`src/sv/tdtp_pkg.sv`:
```
package tdtp_pkg;

    localparam int unsigned ACC_W = 20;
    localparam logic [ACC_W-1:0] ACC_MAX = '1;

    localparam logic [7:0] CH_ZERO  = 8'h30;
    localparam logic [7:0] CH_NINE  = 8'h39;
    localparam logic [7:0] CH_COLON = 8'h3A;
    localparam logic [7:0] CH_SLASH = 8'h2F;
    localparam logic [7:0] CH_NUL   = 8'h00;

    localparam logic [ACC_W-1:0] HOUR_MAX   = 20'd23;
    localparam logic [ACC_W-1:0] MINSEC_MAX = 20'd59;
    localparam logic [ACC_W-1:0] DAY_MAX    = 20'd31;
    localparam logic [ACC_W-1:0] MONTH_MAX  = 20'd12;
    localparam logic [ACC_W-1:0] YEAR_PIVOT = 20'd80;
    localparam logic [ACC_W-1:0] CENTURY    = 20'd100;
    localparam logic [ACC_W-1:0] YEAR_BASE  = 20'd1900;

    typedef enum logic [2:0] {
        PH_HOUR  = 3'd0,
        PH_MIN   = 3'd1,
        PH_SEC   = 3'd2,
        PH_SKIPT = 3'd3,
        PH_DAY   = 3'd4,
        PH_MON   = 3'd5,
        PH_YEAR  = 3'd6,
        PH_SKIPD = 3'd7
    } t_phase;

    typedef struct packed {
        logic             valid_res;
        logic [4:0]       hour;
        logic [5:0]       minute;
        logic [5:0]       second;
        logic [4:0]       day;
        logic [3:0]       month;
        logic [ACC_W-1:0] year_since_1900;
    } t_result;

endpackage

```
`src/sv/tdtp_if.sv`:
```
interface tdtp_in_if;
    logic       valid;
    logic       ready;
    logic [7:0] ch;

    modport source (output valid, output ch, input ready);
    modport sink (input valid, input ch, output ready);
endinterface

interface tdtp_out_if;
    logic        valid;
    logic        ready;
    logic        valid_res;
    logic [4:0]  hour;
    logic [5:0]  minute;
    logic [5:0]  second;
    logic [4:0]  day;
    logic [3:0]  month;
    logic [19:0] year_since_1900;

    modport source (output valid, output valid_res, output hour, output minute,
                    output second, output day, output month, output year_since_1900,
                    input ready);
    modport sink (input valid, input valid_res, input hour, input minute,
                  input second, input day, input month, input year_since_1900,
                  output ready);
endinterface

```
`src/sv/time_date_text_parser_core.sv`:
```
// Parses a time text hh:mm[:ss] and then a date text dd/mm/yy[yy], each ended
// by a zero byte, one byte per request on i_in. The zero byte that ends the
// date produces one request on o_res holding the fields, with the month
// counted from zero and the year counted from 1900; valid_res is low and all
// fields are zero when any separator, range or digit-run check failed. A byte
// can be accepted in every cycle while the buffer has space; the only work per
// byte is a multiply-by-ten add into the digit accumulator and a few compares.
// A two-entry result buffer lets bytes keep flowing while a result waits;
// i_in.ready falls only when both entries are held.
module time_date_text_parser_core
    import tdtp_pkg::*;
(
    input  logic       i_clk,
    input  logic       i_rst_n,
    tdtp_in_if.sink    i_in,
    tdtp_out_if.source o_res
);

    t_phase           r_phase, n_phase;
    logic [ACC_W-1:0] r_accum, n_accum;
    logic             r_ovf, n_ovf;
    logic             r_bad, n_bad;
    logic [4:0]       r_hour, n_hour;
    logic [5:0]       r_minute, n_minute;
    logic [5:0]       r_second, n_second;
    logic [4:0]       r_day, n_day;
    logic [3:0]       r_month, n_month;

    logic             w_accept;
    logic             w_space;
    logic             w_is_digit;
    logic [ACC_W-1:0] w_acc_next;
    logic             w_sat;
    logic             w_emit;
    logic [ACC_W-1:0] w_yacc;
    logic [ACC_W-1:0] w_year;
    logic             w_ok;
    logic [ACC_W-1:0] w_month_m1;
    t_result          w_res;
    t_result          w_out;

    assign i_in.ready = w_space;
    assign w_accept   = i_in.valid & w_space;
    assign w_is_digit = (i_in.ch >= CH_ZERO) && (i_in.ch <= CH_NINE);
    assign w_month_m1 = r_accum - 20'd1;

    tdtp_digit_acc u_acc (
        .i_accum (r_accum),
        .i_ch    (i_in.ch),
        .o_accum (w_acc_next),
        .o_sat   (w_sat)
    );

    always_comb begin
        n_phase  = r_phase;
        n_accum  = r_accum;
        n_ovf    = r_ovf;
        n_bad    = r_bad;
        n_hour   = r_hour;
        n_minute = r_minute;
        n_second = r_second;
        n_day    = r_day;
        n_month  = r_month;
        w_emit   = 1'b0;
        w_yacc   = '0;

        if (r_phase != PH_SKIPT && r_phase != PH_SKIPD && w_is_digit) begin
            n_accum = w_acc_next;
            if (w_sat) begin
                n_ovf = 1'b1;
            end
        end else begin
            n_accum = '0;
            unique case (r_phase)
                PH_HOUR: begin
                    n_hour = r_accum[4:0];
                    if (r_accum > HOUR_MAX) begin
                        n_bad = 1'b1;
                    end
                    if (i_in.ch == CH_COLON) begin
                        n_phase = PH_MIN;
                    end else begin
                        n_bad   = 1'b1;
                        n_phase = (i_in.ch == CH_NUL) ? PH_DAY : PH_SKIPT;
                    end
                end
                PH_MIN: begin
                    n_minute = r_accum[5:0];
                    if (r_accum > MINSEC_MAX) begin
                        n_bad = 1'b1;
                    end
                    if (i_in.ch == CH_NUL) begin
                        n_second = '0;
                        n_phase  = PH_DAY;
                    end else if (i_in.ch == CH_COLON) begin
                        n_phase = PH_SEC;
                    end else begin
                        n_bad   = 1'b1;
                        n_phase = PH_SKIPT;
                    end
                end
                PH_SEC: begin
                    n_second = r_accum[5:0];
                    if (r_accum > MINSEC_MAX) begin
                        n_bad = 1'b1;
                    end
                    if (i_in.ch == CH_NUL) begin
                        n_phase = PH_DAY;
                    end else begin
                        n_bad   = 1'b1;
                        n_phase = PH_SKIPT;
                    end
                end
                PH_SKIPT: begin
                    if (i_in.ch == CH_NUL) begin
                        n_phase = PH_DAY;
                    end
                end
                PH_DAY: begin
                    n_day = r_accum[4:0];
                    if (r_accum == '0 || r_accum > DAY_MAX) begin
                        n_bad = 1'b1;
                    end
                    if (i_in.ch == CH_SLASH) begin
                        n_phase = PH_MON;
                    end else begin
                        n_bad = 1'b1;
                        if (i_in.ch == CH_NUL) begin
                            w_emit = 1'b1;
                        end else begin
                            n_phase = PH_SKIPD;
                        end
                    end
                end
                PH_MON: begin
                    n_month = w_month_m1[3:0];
                    if (r_accum == '0 || r_accum > MONTH_MAX) begin
                        n_bad = 1'b1;
                    end
                    if (i_in.ch == CH_SLASH) begin
                        n_phase = PH_YEAR;
                    end else begin
                        n_bad = 1'b1;
                        if (i_in.ch == CH_NUL) begin
                            w_emit = 1'b1;
                        end else begin
                            n_phase = PH_SKIPD;
                        end
                    end
                end
                PH_YEAR: begin
                    if (i_in.ch == CH_NUL) begin
                        w_emit = 1'b1;
                        w_yacc = r_accum;
                    end else begin
                        n_bad   = 1'b1;
                        n_phase = PH_SKIPD;
                    end
                end
                PH_SKIPD: begin
                    if (i_in.ch == CH_NUL) begin
                        n_bad  = 1'b1;
                        w_emit = 1'b1;
                    end
                end
                default: begin
                    n_phase = PH_HOUR;
                end
            endcase
        end

        // The result is built from the values as updated by this byte.
        w_ok   = ~n_bad & ~n_ovf;
        w_year = '0;
        if (w_yacc < CENTURY) begin
            w_year = (w_yacc < YEAR_PIVOT) ? w_yacc + CENTURY : w_yacc;
        end else if (w_yacc < YEAR_BASE) begin
            w_ok = 1'b0;
        end else begin
            w_year = w_yacc - YEAR_BASE;
        end

        w_res.valid_res       = w_ok;
        w_res.hour            = w_ok ? n_hour   : '0;
        w_res.minute          = w_ok ? n_minute : '0;
        w_res.second          = w_ok ? n_second : '0;
        w_res.day             = w_ok ? n_day    : '0;
        w_res.month           = w_ok ? n_month  : '0;
        w_res.year_since_1900 = w_ok ? w_year   : '0;

        if (w_emit) begin
            n_phase  = PH_HOUR;
            n_accum  = '0;
            n_ovf    = 1'b0;
            n_bad    = 1'b0;
            n_hour   = '0;
            n_minute = '0;
            n_second = '0;
            n_day    = '0;
            n_month  = '0;
        end
    end

    always_ff @(posedge i_clk) begin
        if (!i_rst_n) begin
            r_phase  <= PH_HOUR;
            r_accum  <= '0;
            r_ovf    <= 1'b0;
            r_bad    <= 1'b0;
            r_hour   <= '0;
            r_minute <= '0;
            r_second <= '0;
            r_day    <= '0;
            r_month  <= '0;
        end else if (w_accept) begin
            r_phase  <= n_phase;
            r_accum  <= n_accum;
            r_ovf    <= n_ovf;
            r_bad    <= n_bad;
            r_hour   <= n_hour;
            r_minute <= n_minute;
            r_second <= n_second;
            r_day    <= n_day;
            r_month  <= n_month;
        end
    end

    tdtp_res_buf u_buf (
        .i_clk   (i_clk),
        .i_rst_n (i_rst_n),
        .i_push  (w_accept & w_emit),
        .i_res   (w_res),
        .o_space (w_space),
        .o_valid (o_res.valid),
        .i_ready (o_res.ready),
        .o_res   (w_out)
    );

    assign o_res.valid_res       = w_out.valid_res;
    assign o_res.hour            = w_out.hour;
    assign o_res.minute          = w_out.minute;
    assign o_res.second          = w_out.second;
    assign o_res.day             = w_out.day;
    assign o_res.month           = w_out.month;
    assign o_res.year_since_1900 = w_out.year_since_1900;

endmodule

```
`src/sv/tdtp_digit_acc.sv`:
```
module tdtp_digit_acc
    import tdtp_pkg::*;
(
    input  logic [ACC_W-1:0] i_accum,
    input  logic [7:0]       i_ch,
    output logic [ACC_W-1:0] o_accum,
    output logic             o_sat
);

    logic [ACC_W+3:0] w_sum;
    logic [3:0]       w_digit;

    // Times ten is eight times plus two times; four spare bits hold the carry.
    assign w_digit = 4'(i_ch - CH_ZERO);
    assign w_sum   = {i_accum, 3'b000} + {2'b00, i_accum, 1'b0} + {20'd0, w_digit};
    assign o_sat   = (w_sum > {4'd0, ACC_MAX});
    assign o_accum = o_sat ? ACC_MAX : w_sum[ACC_W-1:0];

endmodule

```
`src/sv/tdtp_res_buf.sv`:
```
module tdtp_res_buf
    import tdtp_pkg::*;
(
    input  logic    i_clk,
    input  logic    i_rst_n,
    input  logic    i_push,
    input  t_result i_res,
    output logic    o_space,
    output logic    o_valid,
    input  logic    i_ready,
    output t_result o_res
);

    logic    r_out_valid;
    logic    r_skid_valid;
    t_result r_out;
    t_result r_skid;

    // The skid entry is only filled while the output entry is stalled.
    assign o_space = ~r_skid_valid;
    assign o_valid = r_out_valid;
    assign o_res   = r_out;

    always_ff @(posedge i_clk) begin
        if (!i_rst_n) begin
            r_out_valid  <= 1'b0;
            r_skid_valid <= 1'b0;
        end else if (!r_out_valid || i_ready) begin
            r_out_valid  <= r_skid_valid | i_push;
            r_skid_valid <= 1'b0;
        end else if (i_push) begin
            r_skid_valid <= 1'b1;
        end
    end

    always_ff @(posedge i_clk) begin
        if (!r_out_valid || i_ready) begin
            r_out <= r_skid_valid ? r_skid : i_res;
        end else if (i_push) begin
            r_skid <= i_res;
        end
    end

endmodule
```
`src/flat_wrapper.sv`:
```
// flat-port wrapper written by rule: the top's interface ports become plain ports
module time_date_text_parser_core_flat import tdtp_pkg::*;
  (i_clk, i_rst_n, i_in_valid, i_in_ch, i_in_ready, o_res_valid, o_res_valid_res, o_res_hour, o_res_minute, o_res_second, o_res_day, o_res_month, o_res_year_since_1900, o_res_ready);
  tdtp_in_if i_in_i ();
  tdtp_out_if o_res_i ();
  input  logic i_clk;
  input  logic i_rst_n;
  input wire logic [$bits(i_in_i.valid)-1:0] i_in_valid;
  input wire logic [$bits(i_in_i.ch)-1:0] i_in_ch;
  output wire logic [$bits(i_in_i.ready)-1:0] i_in_ready;
  output wire logic [$bits(o_res_i.valid)-1:0] o_res_valid;
  output wire logic [$bits(o_res_i.valid_res)-1:0] o_res_valid_res;
  output wire logic [$bits(o_res_i.hour)-1:0] o_res_hour;
  output wire logic [$bits(o_res_i.minute)-1:0] o_res_minute;
  output wire logic [$bits(o_res_i.second)-1:0] o_res_second;
  output wire logic [$bits(o_res_i.day)-1:0] o_res_day;
  output wire logic [$bits(o_res_i.month)-1:0] o_res_month;
  output wire logic [$bits(o_res_i.year_since_1900)-1:0] o_res_year_since_1900;
  input wire logic [$bits(o_res_i.ready)-1:0] o_res_ready;
  assign i_in_i.valid = i_in_valid;
  assign i_in_i.ch = i_in_ch;
  assign i_in_ready = i_in_i.ready;
  assign o_res_valid = o_res_i.valid;
  assign o_res_valid_res = o_res_i.valid_res;
  assign o_res_hour = o_res_i.hour;
  assign o_res_minute = o_res_i.minute;
  assign o_res_second = o_res_i.second;
  assign o_res_day = o_res_i.day;
  assign o_res_month = o_res_i.month;
  assign o_res_year_since_1900 = o_res_i.year_since_1900;
  assign o_res_i.ready = o_res_ready;
  time_date_text_parser_core u_core (.i_clk(i_clk), .i_rst_n(i_rst_n), .i_in(i_in_i), .o_res(o_res_i));
endmodule
```
`config.mk`:
```
export PLATFORM = sky130hd
export DESIGN_NAME = time_date_text_parser_core_flat
export DESIGN_NICKNAME = d
export VERILOG_FILES = /design/src/sv/tdtp_pkg.sv /design/src/sv/tdtp_if.sv /design/src/sv/time_date_text_parser_core.sv /design/src/sv/tdtp_digit_acc.sv /design/src/sv/tdtp_res_buf.sv /design/src/flat_wrapper.sv
export SDC_FILE = /design/constraint.sdc
export NUM_CORES = 1
export LEC_CHECK = 0
export BUFFER_PORTS_ARGS = -buffer_cell sky130_fd_sc_hd__buf_2
export CAP_MARGIN = 20
export CELL_PAD_IN_SITES_DETAIL_PLACEMENT = 0
export CELL_PAD_IN_SITES_GLOBAL_PLACEMENT = 1
export CORE_ASPECT_RATIO = 0.75
export CORE_MARGIN = 2
export CORE_UTILIZATION = 40
export DETAILED_ROUTE_END_ITERATION = 7
export HOLD_SLACK_MARGIN = 0.12
export MAX_ROUTING_LAYER = met4
export PLACE_DENSITY_LB_ADDON = 0.1
export SLEW_MARGIN = 20
export SYNTH_ARGS = -nofsm -noshare
export SYNTH_HDL_FRONTEND = slang
export SYNTH_HIERARCHICAL = 1
export SYNTH_SLANG_ARGS = --single-unit
```
`constraint.sdc`:
```
create_clock -name i_clk -period 13.55 [get_ports i_clk]
set_input_delay 4.065 -clock i_clk [delete_from_list [all_inputs] [get_ports i_clk]]
set_output_delay 4.065 -clock i_clk [all_outputs]
set_load 0.05 [all_outputs]
```
==> results of run 1 <==
==> layer usage <==
metal	wire length, um	vias to the layer above
met5	0	-
met4	154	0
met3	956	11
met2	8950	160
met1	12000	3267
li1	-	3271
==> critical path: cells and delay by family <==
| family | cells | cell delay [ns] |
|---|---|---|
| AOI/OAI and AO/OA | 6 | 2.28 |
| and+or+nand+nor | 4 | 0.97 |
| muxes | 1 | 0.23 |
| adders and majority gates | 2 | 0.98 |
| buffers and inverters | 3 | 0.53 |
==> final timing paths <==
path	from	slack, ns	endpoint
worst min register to register	u_core/r_ovf	0.51	u_core/r_ovf
worst max register to register	u_core/r_accum[0]	8.09	u_core/u_buf/o_res[29]
worst max-delay path	i_in_ch[3]	4.75	u_core/u_buf/o_res[29]
worst min-delay path	u_core/r_ovf	0.51	u_core/r_ovf
==> synthesized netlist by cell type (all sizes together), types with 5 or more instances <==
library cell and n:
a211oi 15, a21boi 5, a21o 12, a21oi 32, a22oi 27, a31oi 10, a32oi 18, and2 12
buf 25, clkbuf 39, dfxtp 53, edfxtp 94, ha 42, inv 15, mux2 50, mux2i 24
nand2 31, nand2b 6, nand3 13, nand3b 5, nand4 25, nor2 41, nor2b 46, nor3 46
nor4 12, o21ai 34, or3 9, or4 5, xnor2 14, xor2 16
==> kinds of logic (layout without fill, tap and decap cells) <==
kind of cell,Yosys count,count (layout),synth area share (%)
AOI/OAI and AO/OA,192,192,15.6
xor gates and xnor gates,30,30,2.98
adders and majority gates,44,44,6.40
buffers and inverters,79,123,4.19
DFF,147,147,44.0
muxes,74,74,9.10
and+or+nand+nor,271,271,17.8
==> cell type report <==
class                      instances  area share, %
clock inverter                    14           1.60
timing repair buffer              76           4.31
sequential                       147           39.1
multi-input combinational        611           46.4
clock buffer                      18           4.32
tap                              294           3.70
inverter                          15          0.566
==> where the power goes <==
group	switching (mW)	total (mW)	internal [mW]
registers	0.00414	0.478	0.474
clock network	0.208	0.471	0.263
logic	0.0330	0.0490	0.0160
total	0.246	0.998	0.753
==> metrics by stage <==
stage	cell area [sq um]	hold WS, ns	setup WS (ns)
2_1_floorplan	8830	0.461	5.45
3_3_place_gp	9330	0.481	4.55
3_5_place_dp	9330	0.485	4.37
4_1_cts	9920	0.499	4.80
5_1_grt	9940	0.536	4.45
6_report	9940	0.508	4.75
==> state kept, by name, summed over array words and instances (netlist names), 3 cells and up <==
name and cells:
u_core/u_buf/r_skid 47, u_core/u_buf/o_res 47, u_core/r_phase 3, u_core/r_day 5
u_core/r_accum 20, u_core/r_minute 6, u_core/r_second 6, u_core/r_month 4
u_core/r_hour 5
==> run metrics, run 1 <==
run status completed; Setup CP Type in -> reg; Arr. time, crit path 9.09 ns; # hold bufs at CTS 0; CTS Buf Count 17; per-cell routed wire length 18.8 um; Worst EP required 13.84 ns; RSZ-0062 raised after global routing false; dpl cells 1142; synth-to-layout area growth 12.6%; Worst Skew 0.00968 ns; fraction of layout cells with a size suffix above 1 21.9%; DIE AREA 0.0233 sq mm; met1 Usage GRT 30.3%; setup TNS 0 ns; most frequent cells in the layout edfxtp_1, buf_2, dfxtp_1; Tot Pwr 998 uW; DR iter-0 viols 448; FF+latch area approximately 0.0039 sq mm; fin nets 924; io pins between 60 and 70; synth warn 6; dpl hpwl roughly 15000 um; area of the core 0.0219 sq mm; maximum VDD drop approximately 0.088 mV; slowest stage delay, CP 0.88 ns; site row count 47; number of synthesized flops with an enable pin 94; crit-path max FO 21; Hold Vio Cnt, Final 0; setup violators final 0; clock-pin slew on the worst setup and hold paths 0.07 ns; drt drc 0; met3 usage 3.79%; first-pass GRT wire length 35900 um; GR Layer Usage met2 26.9%; TritonCTS clock tree yes; Async SR Flop Fraction 0%; Worst slew margin between 30 and 40%; Final ANT Viol Nets 0; worst slew pin tran 1.00 ns; Total GRT Usage between 10% and 20%; Netlist cell types 75; Antenna Cells 0; Synth top area share 32.0%; Tmin final 8.80 ns; Yosys reg bits 147; Seq/Total Area, Yosys a little over two fifths; initial antenna violation count 0; PwrDens roughly 100 mW/mm^2; Mean Syn Cell Area 10.6 sq um; worst skew pair latency 0.42 ns; Post-Layout Cell Count ~1200; chip height 133 um; period utilization 64.9%; final wirelength 22100 um; P_leak 3.90 nW; gr ovfl total 0; maximum capacitance violations 0; Initial Util just over 40%; CTS Buffer Depth 2; Die X 176 um; crit-path cells buf_2 > fa_1 > inv_1 > fa_1 > nand2b_2 > a211oi_4 > nor2_2 > o31ai_4 > a2111oi_2 > a311oi_4 > nand3_1 > a21oi_1 > o21ai_2 > buf_4 > nor4_1 > mux2_2; IO Port Bufs 60; drt first pass iters 5; Final Core Density 45.4%; Worst setup SP type input port; area of the multi-input gates 0.00461 sq mm; count of pins over their slew limit 0; Placer Congestion 0.882; Slowest-stage cell, CP a311oi_4; Via density around 5.7; number of global-route vias before repair 6509; most common cell after layout, fill and taps aside edfxtp_1; clock sinks 147; Most Used Layer, Global Route met1; HP Class reg -> reg; Synth area leaders edfxtp_1, dfxtp_1, mux2_2; vias 6709; Root Buffer clkbuf_16; Most common cell on crit path fa_1; Yosys top cell by area edfxtp_1; post-CTS setup repair buffer count 0; crit end category register; R2R depth 15; Max Fclk between 0.1 and 0.15 GHz; prevailing post-synth register cell edfxtp_1; synthesized netlist cell count 837; Syn Nets roughly 890; hold-critical path depth 2; Fillers 2083; largest net degree at the start of global routing 53; Resize count post-CTS 0; CTS H-tree depth 4; Post-Syn Area ~0.009 sq mm
No activity file was read; power rests on OpenSTA's default activity.
==> run 2: changes to the inputs <==
- clock period: 13.55 -> 8.8 ns (I/O delays scaled with it)
==> run 2 against run 1 <==
Wire length up 1.2%. Critical path depth is 1 higher. Clock skew grew 0.0019 ns. Critical path type unchanged. Sequential share of layout area decreased by 0.11 points. Core utilization grew 0.13 points.
==> run metrics, run 2 (synthesized netlist as in run 1, its figures left out) <==
Worst slew margin 25.0% (-8.1 points); Worst Hold Path EP u_core/r_ovf; CTS Buf Count 17 (unchanged); Antenna Cells 0 (unchanged); CTS H-tree depth 4 (unchanged); clock sinks 147 (unchanged); Fillers 2114 (+1.5%); Worst Skew 0.0116 ns (+0.00188 ns); Initial Util 40.4% (unchanged); Hold Vio Cnt, Final 0 (unchanged); CP top delay family compound AO/OA/AOI/OAI gates; # hold bufs at CTS 0 (unchanged); Max Fclk 0.145 GHz; maximum VDD drop 0.104 mV (+19%); setup violators final 0 (unchanged); WP depth 17 (+1); final wirelength 22400 um (+1.2%); crit-path cells buf_2 > fa_1 > inv_1 > fa_1 > nand2b_2 > a211oi_4 > nor2_2 > o31ai_4 > a2111oi_2 > a311oi_4 > buf_4 > nand3_1 > a21oi_1 > o21ai_2 > buf_4 > nor4_1 > mux2_2; maximum capacitance violations 0 (unchanged); Final ANT Viol Nets 0 (unchanged); dpl hpwl 15800 um (+2.5%); RSZ-0062 raised after global routing false; area of the core 0.0219 sq mm (unchanged); DIE AREA 0.0233 sq mm (unchanged); buffer and inverter count on the worst path 4 (+1); hold-critical path depth 2 (unchanged); fin nets 925 (+0.11%); synth-to-layout area growth 12.9%; Via density 5.73 (+0.44%); Worst setup SP type input port; post-CTS setup repair buffer count 0 (unchanged); area of the multi-input gates 0.00461 sq mm (unchanged); drt drc 0 (unchanged); r2r setup slk 3.69 ns (-4.40 ns); count of pins over their slew limit 0 (unchanged); io pins 61 (unchanged); setup TNS 0 ns (unchanged); initial antenna violation count 0 (unchanged); CTS Buffer Depth 2 (unchanged); worst reg2reg startpoint u_core/r_accum[0]; IO Port Bufs 60 (unchanged); drt first pass iters 5 (unchanged); Tmin final 6.88 ns; Placer Congestion 0.873 (-1.0%); DP Area 0.00935 sq mm (+0.16%); DR iter-0 viols 474 (+5.8%); Root Buffer clkbuf_16; crit end category register; chip height 133 um (unchanged); site row count 47 (unchanged); cell area after layout 0.00997 sq mm (+0.28%); number of global-route vias before repair 6494 (-0.23%); largest net degree at the start of global routing 53 (unchanged); worst slack, placed 1.50 ns (-2.87 ns); most common cell after layout, fill and taps aside edfxtp_1; worst skew pair latency 0.43 ns (about the same); Die X 176 um (unchanged); first-pass GRT wire length 36300 um (+1.1%); FF+latch area 0.00388 sq mm (unchanged); crit-path max FO 21 (unchanged); Resize count post-CTS 0 (unchanged); P_leak 3.91 nW (+0.44%); Setup CP Type in -> reg; run status completed; PwrDens 157 mW/mm^2 (+56%); gr ovfl total 0 (unchanged); per-cell routed wire length 19.0 um (+1.1%); slowest stage delay, CP 0.50 ns (-0.38 ns); Total GRT Usage 20.2% (+0.26 points); clock-pin slew on the worst setup and hold paths 0.07 ns (about the same); final worst slack 1.92 ns (-2.83 ns); period utilization 78.1%; TritonCTS clock tree yes; fraction of layout cells with a size suffix above 1 22.0% (+0.089 points); HP Start u_core/r_ovf; most frequent cells in the layout edfxtp_1, buf_2, dfxtp_1; Worst EP required 9.09 ns (-4.75 ns); vias 6744 (+0.52%); Slowest-stage cell, CP fa_1; worst slew pin tran 1.12 ns (+0.119 ns); Arr. time, crit path 7.17 ns (-1.92 ns); R2R depth 17 (+2); Reg-to-Reg End u_core/u_buf/o_res[29]; HP Class reg -> reg
-- run 2: changes by cell type in the layout (fill, tap and decap cells not counted), sizes merged --
cell / delta
buf: +1
bufinv: +1
clkbuf: -1
clkinv: +2
clkinvlp: -1
inv: -1
-- run 2: through the flow --
| stage | utilization [%] | power, mW | hold WS [ns] | instances |
|---|---|---|---|---|
| 6_report | 45.6 | 1.57 | 0.501 | 1176 |
| 5_1_grt | 45.6 | 1.62 | 0.537 | 1176 |
| 4_1_cts | 45.5 | 1.59 | 0.509 | 1176 |
| 3_5_place_dp | 42.7 | 0.826 | 0.495 | 1144 |
| 3_3_place_gp | 42.7 | 0.825 | 0.486 | 1144 |
| 2_1_floorplan | - | 0.808 | 0.461 | 837 |
-- run 2: area by class of cell --
class / instances / area share (%)
clock buffers: 17 / 4.27
well taps: 294 / 3.69
repair buffers: 77 / 4.29
clock inverters: 15 / 1.91
flip-flops and latches: 147 / 39.0
inverters: 15 / 0.565
multi-input cells: 611 / 46.3
-- run 2: power breakdown --
| group | internal, mW | switching, mW | total, mW |
|---|---|---|---|
| logic | 0.0244 | 0.0535 | 0.0779 |
| clock network | 0.432 | 0.321 | 0.753 |
| registers | 0.730 | 0.00367 | 0.734 |
-- run 2: how the worst max path moves through the flow --
stage	startpoint	to	slack (ns)
detailed placement	i_in_ch[3]	u_core/u_buf/o_res[29]	1.50
finish	i_in_ch[3]	u_core/u_buf/o_res[29]	1.92
global placement	i_in_ch[3]	u_core/u_buf/o_res[29]	1.61
global route	i_in_ch[3]	u_core/u_buf/o_res[29]	1.61
CTS	i_in_ch[3]	u_core/u_buf/o_res[29]	1.94
floorplan	i_in_ch[1]	u_core/u_buf/r_skid[0]	2.13
-- run 2: worst reg2reg max path: cells and delay by family (launching register included) --
kind                       cells  cell delay [ns]
AOI/OAI and AO/OA              6             1.65
and+or+nand+nor                4             0.87
muxes                          1             0.21
adders and majority gates      2             1.05
DFF                            1             0.30
buffers and inverters          4             0.91
-- run 2: per-layer routing --
layer	up-vias	track usage, %	routed length (um)
li1	3270	-	-
met1	3313	31.1	12100
met2	145	27.1	9120
met3	16	3.56	863
met4	0	4.68	238
met5	-	-	0
